File: config.mk
export PLATFORM = sky130hd
export DESIGN_NAME = ir_range_piecewise_linearizer
export DESIGN_NICKNAME = d
export VERILOG_FILES = /design/src/rtl/plin_pkg.sv /design/src/rtl/plin_div.sv /design/src/rtl/ir_range_piecewise_linearizer.sv
export VERILOG_INCLUDE_DIRS = /design/src /design/src/rtl
export SDC_FILE = /design/constraint.sdc
export NUM_CORES = 1
export LEC_CHECK = 0
export BUFFER_PORTS_ARGS = -buffer_cell sky130_fd_sc_hd__buf_2
export CAP_MARGIN = 20
export CORE_MARGIN = 5
export CORE_UTILIZATION = 35
export DETAILED_ROUTE_END_ITERATION = 10
export HOLD_SLACK_MARGIN = 0.08
export PLACE_DENSITY_LB_ADDON = 0.08
export SLEW_MARGIN = 20
export SYNTH_ARGS = -nofsm -noshare
export SYNTH_HDL_FRONTEND = slang
export SYNTH_SLANG_ARGS = --single-unit
File: constraint.sdc
create_clock -name clock -period 16.3 [get_ports clock]
set_input_delay 1.63 -clock clock [delete_from_list [all_inputs] [get_ports clock]]
set_output_delay 1.63 -clock clock [all_outputs]
set_load 0.1 [all_outputs]
File: src/rtl/assert_macros.svh
// Assertion macros shared by the linearizer RTL.
// No dependencies.
`ifndef ASSERT_MACROS_SVH
`define ASSERT_MACROS_SVH

// Same-cycle implication, disabled during reset.
`define AST_IMP(lbl, clk, rst, ante, cons) \
   lbl: assert property (@(posedge clk) disable iff (rst) (ante) |-> (cons)) \
      else $error("assertion failed");

// Next-cycle implication, disabled during reset.
`define AST_NXT(lbl, clk, rst, ante, cons) \
   lbl: assert property (@(posedge clk) disable iff (rst) (ante) |=> (cons)) \
      else $error("assertion failed");

`endif

File: src/rtl/plin_pkg.sv
// Package for the IR range linearizer: sizes, voltage/distance ROM, codes, types.
// No dependencies.
package plin_pkg;

   localparam int TABLE_ENTRIES = 15;
   localparam int FRACTION_BITS = 8;
   localparam int ROM_SIZE      = 32;
   localparam int N_ENT = (TABLE_ENTRIES < 3) ? 3 :
                          ((TABLE_ENTRIES > ROM_SIZE) ? ROM_SIZE : TABLE_ENTRIES);

   localparam int MV_W      = 12;
   localparam int DCM_W     = 10;   // distances in tenths of cm, max 800
   localparam int IDX_W     = $clog2(ROM_SIZE);
   localparam int DIST_W    = 15;
   localparam int STAT_W    = 2;
   localparam int INT_BITS  = 7;    // integer cm below 128
   localparam int NUM_W     = 22;   // dist * span, below 800 * 4095
   localparam int DVS_W     = 16;   // 10 * span
   localparam int QUO_BITS  = FRACTION_BITS + INT_BITS;
   localparam int DVD_W     = NUM_W + FRACTION_BITS;
   localparam int CNT_W     = $clog2(QUO_BITS + 1);

   localparam logic [MV_W-1:0] ROM_MV [ROM_SIZE] = '{
      12'd0, 12'd3090, 12'd3150, 12'd2970, 12'd2740, 12'd2310, 12'd1650, 12'd1310,
      12'd1080, 12'd930, 12'd740, 12'd620, 12'd520, 12'd450, 12'd410, 12'd410,
      12'd410, 12'd410, 12'd410, 12'd410, 12'd410, 12'd410, 12'd410, 12'd410,
      12'd410, 12'd410, 12'd410, 12'd410, 12'd410, 12'd410, 12'd410, 12'd410
   };

   localparam logic [DCM_W-1:0] ROM_DCM [ROM_SIZE] = '{
      10'd0, 10'd50, 10'd61, 10'd70, 10'd80, 10'd100, 10'd150, 10'd200,
      10'd250, 10'd300, 10'd400, 10'd500, 10'd600, 10'd700, 10'd800, 10'd800,
      10'd800, 10'd800, 10'd800, 10'd800, 10'd800, 10'd800, 10'd800, 10'd800,
      10'd800, 10'd800, 10'd800, 10'd800, 10'd800, 10'd800, 10'd800, 10'd800
   };

   localparam logic [MV_W-1:0]  V_TOP    = ROM_MV[1];
   localparam logic [MV_W-1:0]  V_LAST   = ROM_MV[N_ENT-1];
   localparam logic [IDX_W-1:0] LAST_SEG = IDX_W'(N_ENT - 2);
   localparam longint FAR_FULL = (longint'(ROM_DCM[N_ENT-1]) << FRACTION_BITS) / 10;
   localparam logic [DIST_W-1:0] FAR_Q = DIST_W'(FAR_FULL);

   typedef enum logic [STAT_W-1:0] {
      RS_IN    = 2'd0,
      RS_FAR   = 2'd1,
      RS_CLOSE = 2'd2
   } range_status_type;

   typedef enum logic [2:0] {
      ST_IDLE,
      ST_SEARCH,
      ST_MUL_A,
      ST_MUL_B,
      ST_DIV_GO,
      ST_DIV_WAIT,
      ST_OUT
   } state_type;

   typedef struct packed {
      logic              start;
      logic [DVD_W-1:0]  dividend;
      logic [DVS_W-1:0]  divisor;
   } div_req_type;

   typedef struct packed {
      logic                busy;
      logic                done;
      logic [QUO_BITS-1:0] quotient;
   } div_rsp_type;

endpackage

File: src/rtl/plin_div.sv
// Restoring divider, one quotient bit per cycle, for the linearizer.
// Depends on plin_pkg and assert_macros.svh.
`include "assert_macros.svh"

module plin_div (
   input  logic                 clock,
   input  logic                 reset,
   input  plin_pkg::div_req_type req,
   output plin_pkg::div_rsp_type rsp
);

   logic                          busy_ff, busy_in;
   logic                          done_ff, done_in;
   logic [plin_pkg::CNT_W-1:0]    cnt_ff, cnt_in;
   logic [plin_pkg::DVS_W-1:0]    rem_ff, rem_in;
   logic [plin_pkg::DVS_W-1:0]    dvs_ff, dvs_in;
   logic [plin_pkg::QUO_BITS-1:0] acc_ff, acc_in;
   logic [plin_pkg::DVS_W:0]      trial;
   logic [plin_pkg::DVS_W:0]      diff;
   logic                          ge;

   always_comb begin
      trial   = {rem_ff, acc_ff[plin_pkg::QUO_BITS-1]};
      diff    = trial - {1'b0, dvs_ff};
      ge      = (trial >= {1'b0, dvs_ff});
      busy_in = busy_ff;
      done_in = 1'b0;
      cnt_in  = cnt_ff;
      rem_in  = rem_ff;
      dvs_in  = dvs_ff;
      acc_in  = acc_ff;
      if (req.start) begin
         // quotient fits QUO_BITS, so the upper dividend part is below the divisor
         rem_in  = plin_pkg::DVS_W'(req.dividend[plin_pkg::DVD_W-1:plin_pkg::QUO_BITS]);
         acc_in  = req.dividend[plin_pkg::QUO_BITS-1:0];
         dvs_in  = req.divisor;
         cnt_in  = plin_pkg::CNT_W'(plin_pkg::QUO_BITS);
         busy_in = 1'b1;
      end else if (busy_ff) begin
         rem_in = ge ? diff[plin_pkg::DVS_W-1:0] : trial[plin_pkg::DVS_W-1:0];
         acc_in = {acc_ff[plin_pkg::QUO_BITS-2:0], ge};
         cnt_in = cnt_ff - 1'b1;
         if (cnt_ff == plin_pkg::CNT_W'(1)) begin
            busy_in = 1'b0;
            done_in = 1'b1;
         end
      end
   end

   always_ff @(posedge clock) begin
      if (reset) begin
         busy_ff <= 1'b0;
         done_ff <= 1'b0;
         cnt_ff  <= '0;
      end else begin
         busy_ff <= busy_in;
         done_ff <= done_in;
         cnt_ff  <= cnt_in;
      end
   end

   always_ff @(posedge clock) begin
      rem_ff <= rem_in;
      dvs_ff <= dvs_in;
      acc_ff <= acc_in;
   end

   assign rsp.busy     = busy_ff;
   assign rsp.done     = done_ff;
   assign rsp.quotient = acc_ff;

   `AST_IMP(a_start_idle, clock, reset, req.start, !busy_ff)
   `AST_IMP(a_busy_cnt, clock, reset, busy_ff, cnt_ff != '0)
   `AST_NXT(a_start_busy, clock, reset, req.start, busy_ff)

endmodule

File: src/rtl/ir_range_piecewise_linearizer.sv
// IR range linearizer top level: sequencer, segment search, multiplies, output register.
// Depends on plin_pkg, plin_div and assert_macros.svh.
//
// Usage:
//   req_valid/req_ready carry one voltage in mV (req_millivolts). rsp_valid/rsp_ready
//   carry the distance in cm with FRACTION_BITS fraction bits (rsp_distance_q8) and a
//   range status (0 in table, 1 too far, 2 too close).
//   One item is processed at a time; req_ready is high only while the sequencer idles.
//   Out-of-range voltages: the sequencer goes from idle straight to the output state,
//   which loads the output register and rsp_valid and then returns to idle.
//   In-range voltages: the sequencer steps through one ROM compare per cycle over the
//   N_ENT - 2 segments, the ST_MUL_A and ST_MUL_B multiply states, the ST_DIV_GO start
//   state, one quotient bit per cycle in the divider until its done strobe, and the
//   output state, which loads the output register and rsp_valid and returns to idle.
//   The result sits in an output register; a new request is taken while it waits.
//   If the receiver stalls, a finished second result holds in the sequencer until
//   the output register frees up.
//   Synchronous reset clears the sequencer and rsp_valid; no warm-up is needed.
`include "assert_macros.svh"

module ir_range_piecewise_linearizer (
   input  logic                          clock,
   input  logic                          reset,
   input  logic                          req_valid,
   output logic                          req_ready,
   input  logic [plin_pkg::MV_W-1:0]     req_millivolts,
   output logic                          rsp_valid,
   input  logic                          rsp_ready,
   output logic [plin_pkg::DIST_W-1:0]   rsp_distance_q8,
   output logic [plin_pkg::STAT_W-1:0]   rsp_range_status
);

   plin_pkg::state_type         state_ff, state_in;
   logic [plin_pkg::MV_W-1:0]   v_ff, v_in;
   logic [plin_pkg::IDX_W-1:0]  idx_ff, idx_in;
   logic [plin_pkg::IDX_W-1:0]  seg_ff, seg_in;
   logic [plin_pkg::MV_W-1:0]   den_ff, den_in;
   logic [plin_pkg::NUM_W-1:0]  prod_ff, prod_in;
   logic [plin_pkg::NUM_W-1:0]  num_ff, num_in;
   logic [plin_pkg::DIST_W-1:0] res_dist_ff, res_dist_in;
   plin_pkg::range_status_type  res_stat_ff, res_stat_in;
   logic                        rsp_valid_ff, rsp_valid_in;
   logic [plin_pkg::DIST_W-1:0] rsp_dist_ff, rsp_dist_in;
   plin_pkg::range_status_type  rsp_stat_ff, rsp_stat_in;

   logic [plin_pkg::IDX_W-1:0]     idx_nx;
   logic [plin_pkg::IDX_W-1:0]     seg_nx;
   logic [plin_pkg::MV_W-1:0]      dv;
   logic signed [plin_pkg::DCM_W:0] dd;
   logic signed [plin_pkg::NUM_W+2:0] sum;

   plin_pkg::div_req_type div_req;
   plin_pkg::div_rsp_type div_rsp;

   plin_div u_div (
      .clock (clock),
      .reset (reset),
      .req   (div_req),
      .rsp   (div_rsp)
   );

   always_comb begin
      idx_nx = idx_ff + 1'b1;
      seg_nx = seg_ff + 1'b1;
      dv     = v_ff - plin_pkg::ROM_MV[seg_nx];
      dd     = $signed({1'b0, plin_pkg::ROM_DCM[seg_ff]})
             - $signed({1'b0, plin_pkg::ROM_DCM[seg_nx]});
      sum    = $signed({3'b000, prod_ff})
             + (plin_pkg::NUM_W+3)'($signed({1'b0, dv})) * (plin_pkg::NUM_W+3)'(dd);

      state_in     = state_ff;
      v_in         = v_ff;
      idx_in       = idx_ff;
      seg_in       = seg_ff;
      den_in       = den_ff;
      prod_in      = prod_ff;
      num_in       = num_ff;
      res_dist_in  = res_dist_ff;
      res_stat_in  = res_stat_ff;
      rsp_valid_in = rsp_valid_ff;
      rsp_dist_in  = rsp_dist_ff;
      rsp_stat_in  = rsp_stat_ff;
      req_ready    = 1'b0;

      div_req.start    = 1'b0;
      div_req.dividend = plin_pkg::DVD_W'(num_ff) << plin_pkg::FRACTION_BITS;
      div_req.divisor  = (plin_pkg::DVS_W'(den_ff) << 3) + (plin_pkg::DVS_W'(den_ff) << 1);

      if (rsp_valid_ff && rsp_ready) begin
         rsp_valid_in = 1'b0;
      end

      case (state_ff)
         plin_pkg::ST_IDLE: begin
            req_ready = 1'b1;
            if (req_valid) begin
               v_in   = req_millivolts;
               idx_in = plin_pkg::IDX_W'(1);
               seg_in = '0;
               if (req_millivolts <= plin_pkg::V_LAST) begin
                  res_dist_in = plin_pkg::FAR_Q;
                  res_stat_in = plin_pkg::RS_FAR;
                  state_in    = plin_pkg::ST_OUT;
               end else if (req_millivolts >= plin_pkg::V_TOP) begin
                  res_dist_in = '0;
                  res_stat_in = plin_pkg::RS_CLOSE;
                  state_in    = plin_pkg::ST_OUT;
               end else begin
                  state_in = plin_pkg::ST_SEARCH;
               end
            end
         end
         plin_pkg::ST_SEARCH: begin
            // highest matching segment wins
            if (v_ff <= plin_pkg::ROM_MV[idx_ff] && v_ff > plin_pkg::ROM_MV[idx_nx]) begin
               seg_in = idx_ff;
            end
            idx_in = idx_nx;
            if (idx_ff == plin_pkg::LAST_SEG) begin
               state_in = plin_pkg::ST_MUL_A;
            end
         end
         plin_pkg::ST_MUL_A: begin
            if (seg_ff == '0) begin
               res_dist_in = '0;
               res_stat_in = plin_pkg::RS_IN;
               state_in    = plin_pkg::ST_OUT;
            end else begin
               den_in   = plin_pkg::ROM_MV[seg_ff] - plin_pkg::ROM_MV[seg_nx];
               prod_in  = plin_pkg::NUM_W'(plin_pkg::ROM_DCM[seg_nx])
                        * plin_pkg::NUM_W'(den_in);
               state_in = plin_pkg::ST_MUL_B;
            end
         end
         plin_pkg::ST_MUL_B: begin
            num_in   = (sum < 0) ? '0 : sum[plin_pkg::NUM_W-1:0];
            state_in = plin_pkg::ST_DIV_GO;
         end
         plin_pkg::ST_DIV_GO: begin
            div_req.start = 1'b1;
            state_in      = plin_pkg::ST_DIV_WAIT;
         end
         plin_pkg::ST_DIV_WAIT: begin
            if (div_rsp.done) begin
               res_dist_in = plin_pkg::DIST_W'(div_rsp.quotient);
               res_stat_in = plin_pkg::RS_IN;
               state_in    = plin_pkg::ST_OUT;
            end
         end
         plin_pkg::ST_OUT: begin
            if (!rsp_valid_ff || rsp_ready) begin
               rsp_valid_in = 1'b1;
               rsp_dist_in  = res_dist_ff;
               rsp_stat_in  = res_stat_ff;
               state_in     = plin_pkg::ST_IDLE;
            end
         end
         default: begin
            state_in = plin_pkg::ST_IDLE;
         end
      endcase
   end

   always_ff @(posedge clock) begin
      if (reset) begin
         state_ff     <= plin_pkg::ST_IDLE;
         rsp_valid_ff <= 1'b0;
      end else begin
         state_ff     <= state_in;
         rsp_valid_ff <= rsp_valid_in;
      end
   end

   always_ff @(posedge clock) begin
      v_ff        <= v_in;
      idx_ff      <= idx_in;
      seg_ff      <= seg_in;
      den_ff      <= den_in;
      prod_ff     <= prod_in;
      num_ff      <= num_in;
      res_dist_ff <= res_dist_in;
      res_stat_ff <= res_stat_in;
      rsp_dist_ff <= rsp_dist_in;
      rsp_stat_ff <= rsp_stat_in;
   end

   assign rsp_valid        = rsp_valid_ff;
   assign rsp_distance_q8  = rsp_dist_ff;
   assign rsp_range_status = rsp_stat_ff;

   `AST_IMP(a_far_value, clock, reset, rsp_valid_ff && rsp_stat_ff == plin_pkg::RS_FAR, rsp_dist_ff == plin_pkg::FAR_Q)
   `AST_IMP(a_close_zero, clock, reset, rsp_valid_ff && rsp_stat_ff == plin_pkg::RS_CLOSE, rsp_dist_ff == '0)
   `AST_NXT(a_div_to_out, clock, reset, state_ff == plin_pkg::ST_DIV_WAIT && div_rsp.done, state_ff == plin_pkg::ST_OUT)
   `AST_IMP(a_wait_busy, clock, reset, state_ff == plin_pkg::ST_DIV_WAIT && !div_rsp.done, div_rsp.busy)

endmodule

### After elaboration in Yosys (flattened, before gate mapping)

Memory sizes are Yosys's and may differ from the RTL's.
Index checks and enable logic that the tools add are counted.

* word-level logic and storage cells: 138
* memories kept: 6
* ROM bits: 2176
* register bits after elaboration: 169

Memory list
* (no name shown): depth 32, width 12, read ports 1, clocked after memory_dff 0, wr ports 0, RTL line ir_range_piecewise_linearizer.sv:129 `den_in = plin_pkg::ROM_MV[seg_ff] - plin_pkg::ROM_MV[seg_nx];`
* (no name shown): depth 32, width 12, read ports 1, clocked after memory_dff 0, wr ports 0, RTL line ir_range_piecewise_linearizer.sv:129
* (no name shown): depth 32, width 12, read ports 1, clocked after memory_dff 0, wr ports 0, RTL line ir_range_piecewise_linearizer.sv:115 `if (v_ff <= plin_pkg::ROM_MV[idx_ff] && v_ff > plin_pkg::ROM_MV[idx_nx]) begin`
* (no name shown): depth 32, width 12, read ports 1, clocked after memory_dff 0, wr ports 0, RTL line ir_range_piecewise_linearizer.sv:115
* (no name shown): depth 32, width 10, read ports 1, clocked after memory_dff 0, wr ports 0, RTL line ir_range_piecewise_linearizer.sv:130 `prod_in = plin_pkg::NUM_W'(plin_pkg::ROM_DCM[seg_nx])`
* (no name shown): depth 32, width 10, read ports 1, clocked after memory_dff 0, wr ports 0, RTL line ir_range_piecewise_linearizer.sv:66 `dd = $signed({1'b0, plin_pkg::ROM_DCM[seg_ff]})`

* $add $sub $neg: 9
* muxes and demuxes: 53
* order comparisons: 10
* reductions and logical operators: 17
* bitwise logic cells: 6
* equal/unequal tests: 15
* multipliers: 2

Operators with widths (count)
* 15-bit two-way mux: 9
* 12-bit two-way mux: 8
* 15-bit one-hot mux with 3 select lines: 1
* 10-bit two-way mux: 4
* 23-bit by 24-bit adder with 25-bit output: 1
* 25-bit by 1-bit less-than comparator with 1-bit output, second input constant: 1
* 6-bit greater-or-equal comparator, second input constant: 4
* 13-bit by 11-bit multiplier with 24-bit output: 1
* 5-bit NOT with 6-bit output: 4
* 12-bit subtractor: 2
* 10-bit by 12-bit multiplier with 22-bit output: 1
* 3-bit two-way mux: 7
* 3-bit one-hot mux with 7 select lines: 1
* 5-bit one-hot mux with 2 select lines: 2
* 17-bit by 16-bit greater-or-equal comparator with 1-bit output: 1
* 15-bit by 13-bit adder with 16-bit output: 1
* 16-bit two-way mux: 1
* 16-bit subtractor: 1
* 5-bit two-way mux: 3
* 12-bit greater-or-equal comparator, second input constant: 1
* 12-bit greater-than comparator: 1
* 12-bit <= comparator: 1
* 12-bit by 9-bit <= comparator with 1-bit output, second input constant: 1
* 10-bit by 10-bit subtractor with 11-bit output: 1
* other kinds (27): 54

### Logic depth before layout (Yosys ltp)

* depth after elaboration: 9
* depth in mapped cells: 39

### Modules after synthesis

A second synthesis with hierarchy kept.

* cells, all modules: 2213
* area total of the unflattened synthesis: 20208.1 µm²

Modules (own cells, without submodules)
* ir_range_piecewise_linearizer: area each 17088.9 µm², times used 1, cells an instance 1925
* plin_div: area each 3119.2 µm², times used 1, cells an instance 288

### Worst setup path after synthesis

Ideal clock, no wire load.

* path type: flip-flop to flip-flop
* start point: register seg_ff[0] in the netlist's numbering
* end point: register num_ff[19] in the netlist's numbering (data pin)
* buffers on the path: 4
* stages on the path, launching flop included: 40
* arrival: 8.583 ns
* required time: 16.034 ns
* period minus slack after synthesis: 8.850 ns
* setup slack: 7.450 ns
* library setup time: 0.266 ns
* cells stage by stage: edfxtp_1 > clkbuf_1 > inv_1 > ha_1 > clkbuf_1 > nand2_1 > o22ai_1 > a22o_1 > nand2_1 > ha_1 > inv_1 > fa_1 > a21o_1 > a2111oi_0 > o21bai_1 > a21oi_1 > o21ai_0 > xnor2_1 > [4 not listed] > ha_1 > inv_1 > fa_1 > inv_1 > fa_1 > inv_1 > fa_1 > inv_1 > ha_1 > a21oi_1 > nand2_1 > o211ai_1 > nand4_1 > a31oi_1 > o21ai_0 > xnor2_1 > buf_2 > nor4b_2

* cells in the longest elaborated chain, start to end: 9
* elaborated cells between the ends (all ways): 17

RTL lines
* start: declaration: RTL line ir_range_piecewise_linearizer.sv:36 `logic [plin_pkg::IDX_W-1:0] seg_ff, seg_in;`
* start signal: assignment: RTL line ir_range_piecewise_linearizer.sv:177 `seg_ff <= seg_in;`
* 5-bit by 1-bit adder with 5-bit output: RTL line ir_range_piecewise_linearizer.sv:64 `seg_nx = seg_ff + 1'b1;`
* 5-bit NOT with 6-bit output (not written as such): RTL line ir_range_piecewise_linearizer.sv:65, ir_range_piecewise_linearizer.sv:67
* memory 32 x 12 bit / memory 32 x 10 bit (equally long branches)
* 12-bit two-way mux / 10-bit two-way mux (equally long branches) (2 in series)
* 12-bit subtractor / 10-bit by 10-bit subtractor with 11-bit output (equally long branches): RTL line ir_range_piecewise_linearizer.sv:65, ir_range_piecewise_linearizer.sv:67
* 13-bit by 11-bit multiplier with 24-bit output *: RTL line ir_range_piecewise_linearizer.sv:69 `+ (plin_pkg::NUM_W+3)'($signed({1'b0, dv})) * (plin_pkg::NUM_W+3)'(dd);`
* 23-bit by 24-bit adder with 25-bit output *: RTL line ir_range_piecewise_linearizer.sv:69
* 25-bit by 1-bit less-than comparator with 1-bit output: RTL line ir_range_piecewise_linearizer.sv:136 `num_in = (sum < 0) ? '0 : sum[plin_pkg::NUM_W-1:0];`
* end signal: assignment: RTL line ir_range_piecewise_linearizer.sv:180 `num_ff <= num_in;`
* end: declaration: RTL line ir_range_piecewise_linearizer.sv:39 `logic [plin_pkg::NUM_W-1:0] num_ff, num_in;`

Every way passes the cells marked *; elsewhere a longest branch is shown, timed or not. The select of a mux whose other input is x is not followed.
A chain may end at the register's enable or synchronous reset.

### Worst setup path after layout

* start point: register seg_ff[0] in the netlist's numbering
* end point: register num_ff[18] in the netlist's numbering (data pin)

The elaborated chain is that of the path after synthesis.

==> results.cfg <==
[sta]
hold_viol_final = 0
period_minus_slack_ns = 10.97
worst_slack_ns = 5.33
period_share = 0.673
timing.slew.headroom = 0.313
rsz0062_at_grt = no
drv_slew = 0
worst_pin_slew_ns = 1.03
tns_ns = 0
setup_viol = 0
clock-skew-final_ns = 0.0173
hold_slack_ns = 0.421
fmax_ghz = 0.0911

[layout]
multiInputGateArea_um2 = 12900
diodes = 0
seqCellArea_um2 = 4760
area_growth_pct = 8.47
fillers = 5463
drive_above_1_share = 0.0668
fin_nets = 2533

[synthesis]
syn_inst = 2102
syn_area_um2 = 19200
syn_nets = 2521
ys_seq_area_frac = 0.248
ys_ff_latch = 165
synthArstFlopShare = 0
ys.flop_type = edfxtp_1
synth_cell_types = 77
synth_edf_count = 146
yosys_warnings = 0
syn_avg_cell_area_um2 = 9.14

[drt]
top_layer_used = met4
wl_um = 51500
drt_iter0_markers = 964
viasPerCell = 5.03
route.met3.wl_um = 1510
wl_met1_um = 24700
drtPass1Iterations = 7
antenna_left = 0
wl_per_cell_um = 18.2
routed-wl-met2_um = 24600
vias = 14200
drc = 0

[floorplanning]
dieArea_um2 = 59700
die_h_um = 244
coreArea_um2 = 54100
row_count = 85
die_w_um = 244
start_util = 0.355
ioPinCount = 35

[place]
dp_hpwl_um = 41600
dp_worst_setup_slack_ns = 5.41
portBuffers = 34
place_congestion = 0.871

[clock_tree]
cts_root_buf = clkbuf_16
cts.path.max_buffers = 2
cts_tree = done
numCtsBuffers = 17
hold_buffers = 0
post_cts_buffers = 0
cts_resized = 0
clock-sinks = 165
clk_pin_slew_ns = 0.08
ctsHtreeMaxLevel = 4
insertion_delay_ns = 0.49

[hold_path]
worst_hold_path_type = flip-flop to flip-flop

[grt]
grt_overflow = 0
grt_max_degree = 39
antenna_found_initial = 3
grt_pass1_vias = 14800
grt_use_total = 0.178
grt_pass1_wl_um = 83900

[critical_path]
crit_fanout = 22
start_kind = flip-flop
path_class = flip-flop to flip-flop
crit_path_top_delay_cell = xor2_1
cpPeakStageDelay_ns = 0.86
critPathCaptureType = flip-flop
cp.required_ns = 16.49
arrival_ns = 11.16

[run_status]
status = finished, final reports clean

[job]
maxCapViolCount = 0
worst max-delay path: cells and delay by family, from the launching register on:
family / cells / cell delay (ns)
flip-flops: 1 / 0.77
AO/OA/AOI/OAI: 7 / 1.86
XOR/XNOR: 3 / 2.42
buffers and inverters: 5 / 0.36
AND/OR/NAND/NOR: 7 / 1.18
adder cells (fa/ha/maj): 8 / 4.05
placed cells by master, fill, tap and decap left out, drive strengths merged, types with 7 or more instances in the layout:
cell type | synthesis | layout
and2 | 30 | 30
o21ai | 73 | 73
a21o | 32 | 32
nand2b | 46 | 46
dfxtp | 19 | 19
or2 | 9 | 9
o21bai | 13 | 13
a31oi | 8 | 8
a21oi | 106 | 106
or3 | 7 | 7
nor3 | 32 | 32
nand3 | 33 | 33
nor2b | 43 | 43
a21boi | 7 | 7
xnor2 | 58 | 58
o21a | 8 | 8
edfxtp | 146 | 146
nand2 | 215 | 215
xor2 | 32 | 32
ha | 217 | 217
nor2 | 181 | 181
and3 | 35 | 35
o211ai | 18 | 18
fa | 186 | 186
clkbuf | 73 | 17
mux2i | 26 | 26
inv | 331 | 339
buf | 8 | 74
a211oi | 24 | 24
clkinv | 3 | 9
Yosys cell counts (29+ instances only):
master / count / area share
and2_1: 29 / 0.0094
xor2_1: 32 / 0.015
nor3_1: 32 / 0.0083
nor2_1: 181 / 0.035
and3_1: 31 / 0.010
a21oi_1: 105 / 0.027
o21ai_0: 70 / 0.018
ha_1: 217 / 0.14
xnor2_1: 58 / 0.026
clkbuf_1: 70 / 0.014
fa_1: 186 / 0.19
nand2_1: 215 / 0.042
nand3_1: 33 / 0.0086
nor2b_1: 43 / 0.014
nand2b_1: 46 / 0.015
a21o_1: 29 / 0.011
inv_1: 329 / 0.064
edfxtp_1: 146 / 0.23
final timing paths:
kind	start	to	slack [ns]	depth (start not counted)
min	res_dist_ff[7]$_SDFFCE_PN0P_	rsp_distance_q8[7]$_DFFE_PP_	0.42	0
max reg2reg	seg_ff[0]$_SDFFCE_PN0P_	num_ff[18]$_SDFFCE_PP0P_	5.33	30
min reg2reg	res_dist_ff[7]$_SDFFCE_PN0P_	rsp_distance_q8[7]$_DFFE_PP_	0.42	0
max	seg_ff[0]$_SDFFCE_PN0P_	num_ff[18]$_SDFFCE_PP0P_	5.33	30
sequential cells by signal, summed over array words and instances, names as in the netlist, 2 cells and up:
name	count
den_ff	11
idx_ff	5
prod_ff	21
u_div.dvs_ff	14
v_ff	12
num_ff	22
rsp_range_status	2
res_stat_ff	2
seg_ff	5
state_ff	3
rsp_distance_q8	15
res_dist_ff	15
u_div.rem_ff	16
u_div.acc_ff	15
u_div.cnt_ff	4
area by class of cell:
| class | count | area share |
|---|---|---|
| Clock buffer | 17 | 0.0204 |
| Clock inverter | 15 | 0.00870 |
| Inverter | 334 | 0.0605 |
| Multi-Input combinational cell | 1522 | 0.618 |
| Sequential cell | 165 | 0.229 |
| Tap cell | 696 | 0.0418 |
| Timing Repair Buffer | 74 | 0.0226 |
kinds of logic after synthesis:
group,Yosys count,synth area share
xor+xnor,90,0.0410
buf+inv,415,0.0836
simple gates,654,0.159
compound gates,344,0.116
mux,30,0.0165
flops,165,0.248
fa+ha+maj,404,0.335
per-stage QoR:
stage          area [um^2]  cells   util
2_1_floorplan        19200   2102      -
3_3_place_gp         20200   2790  0.374
3_5_place_dp         20200   2791  0.374
4_1_cts              20800   2823  0.385
5_1_grt              20900   2823  0.385
6_report             20900   2823  0.385
per-layer routing:
layer | GRT usage | vias up
li1 | - | 6997
met1 | 0.248 | 6949
met2 | 0.300 | 219
met3 | 0.0266 | 42
met4 | 0.0317 | 0
met5 | 0 | -
Power is not shown: default switching activity piles up to over one toggle a cycle in this logic, so the estimate is an artifact.
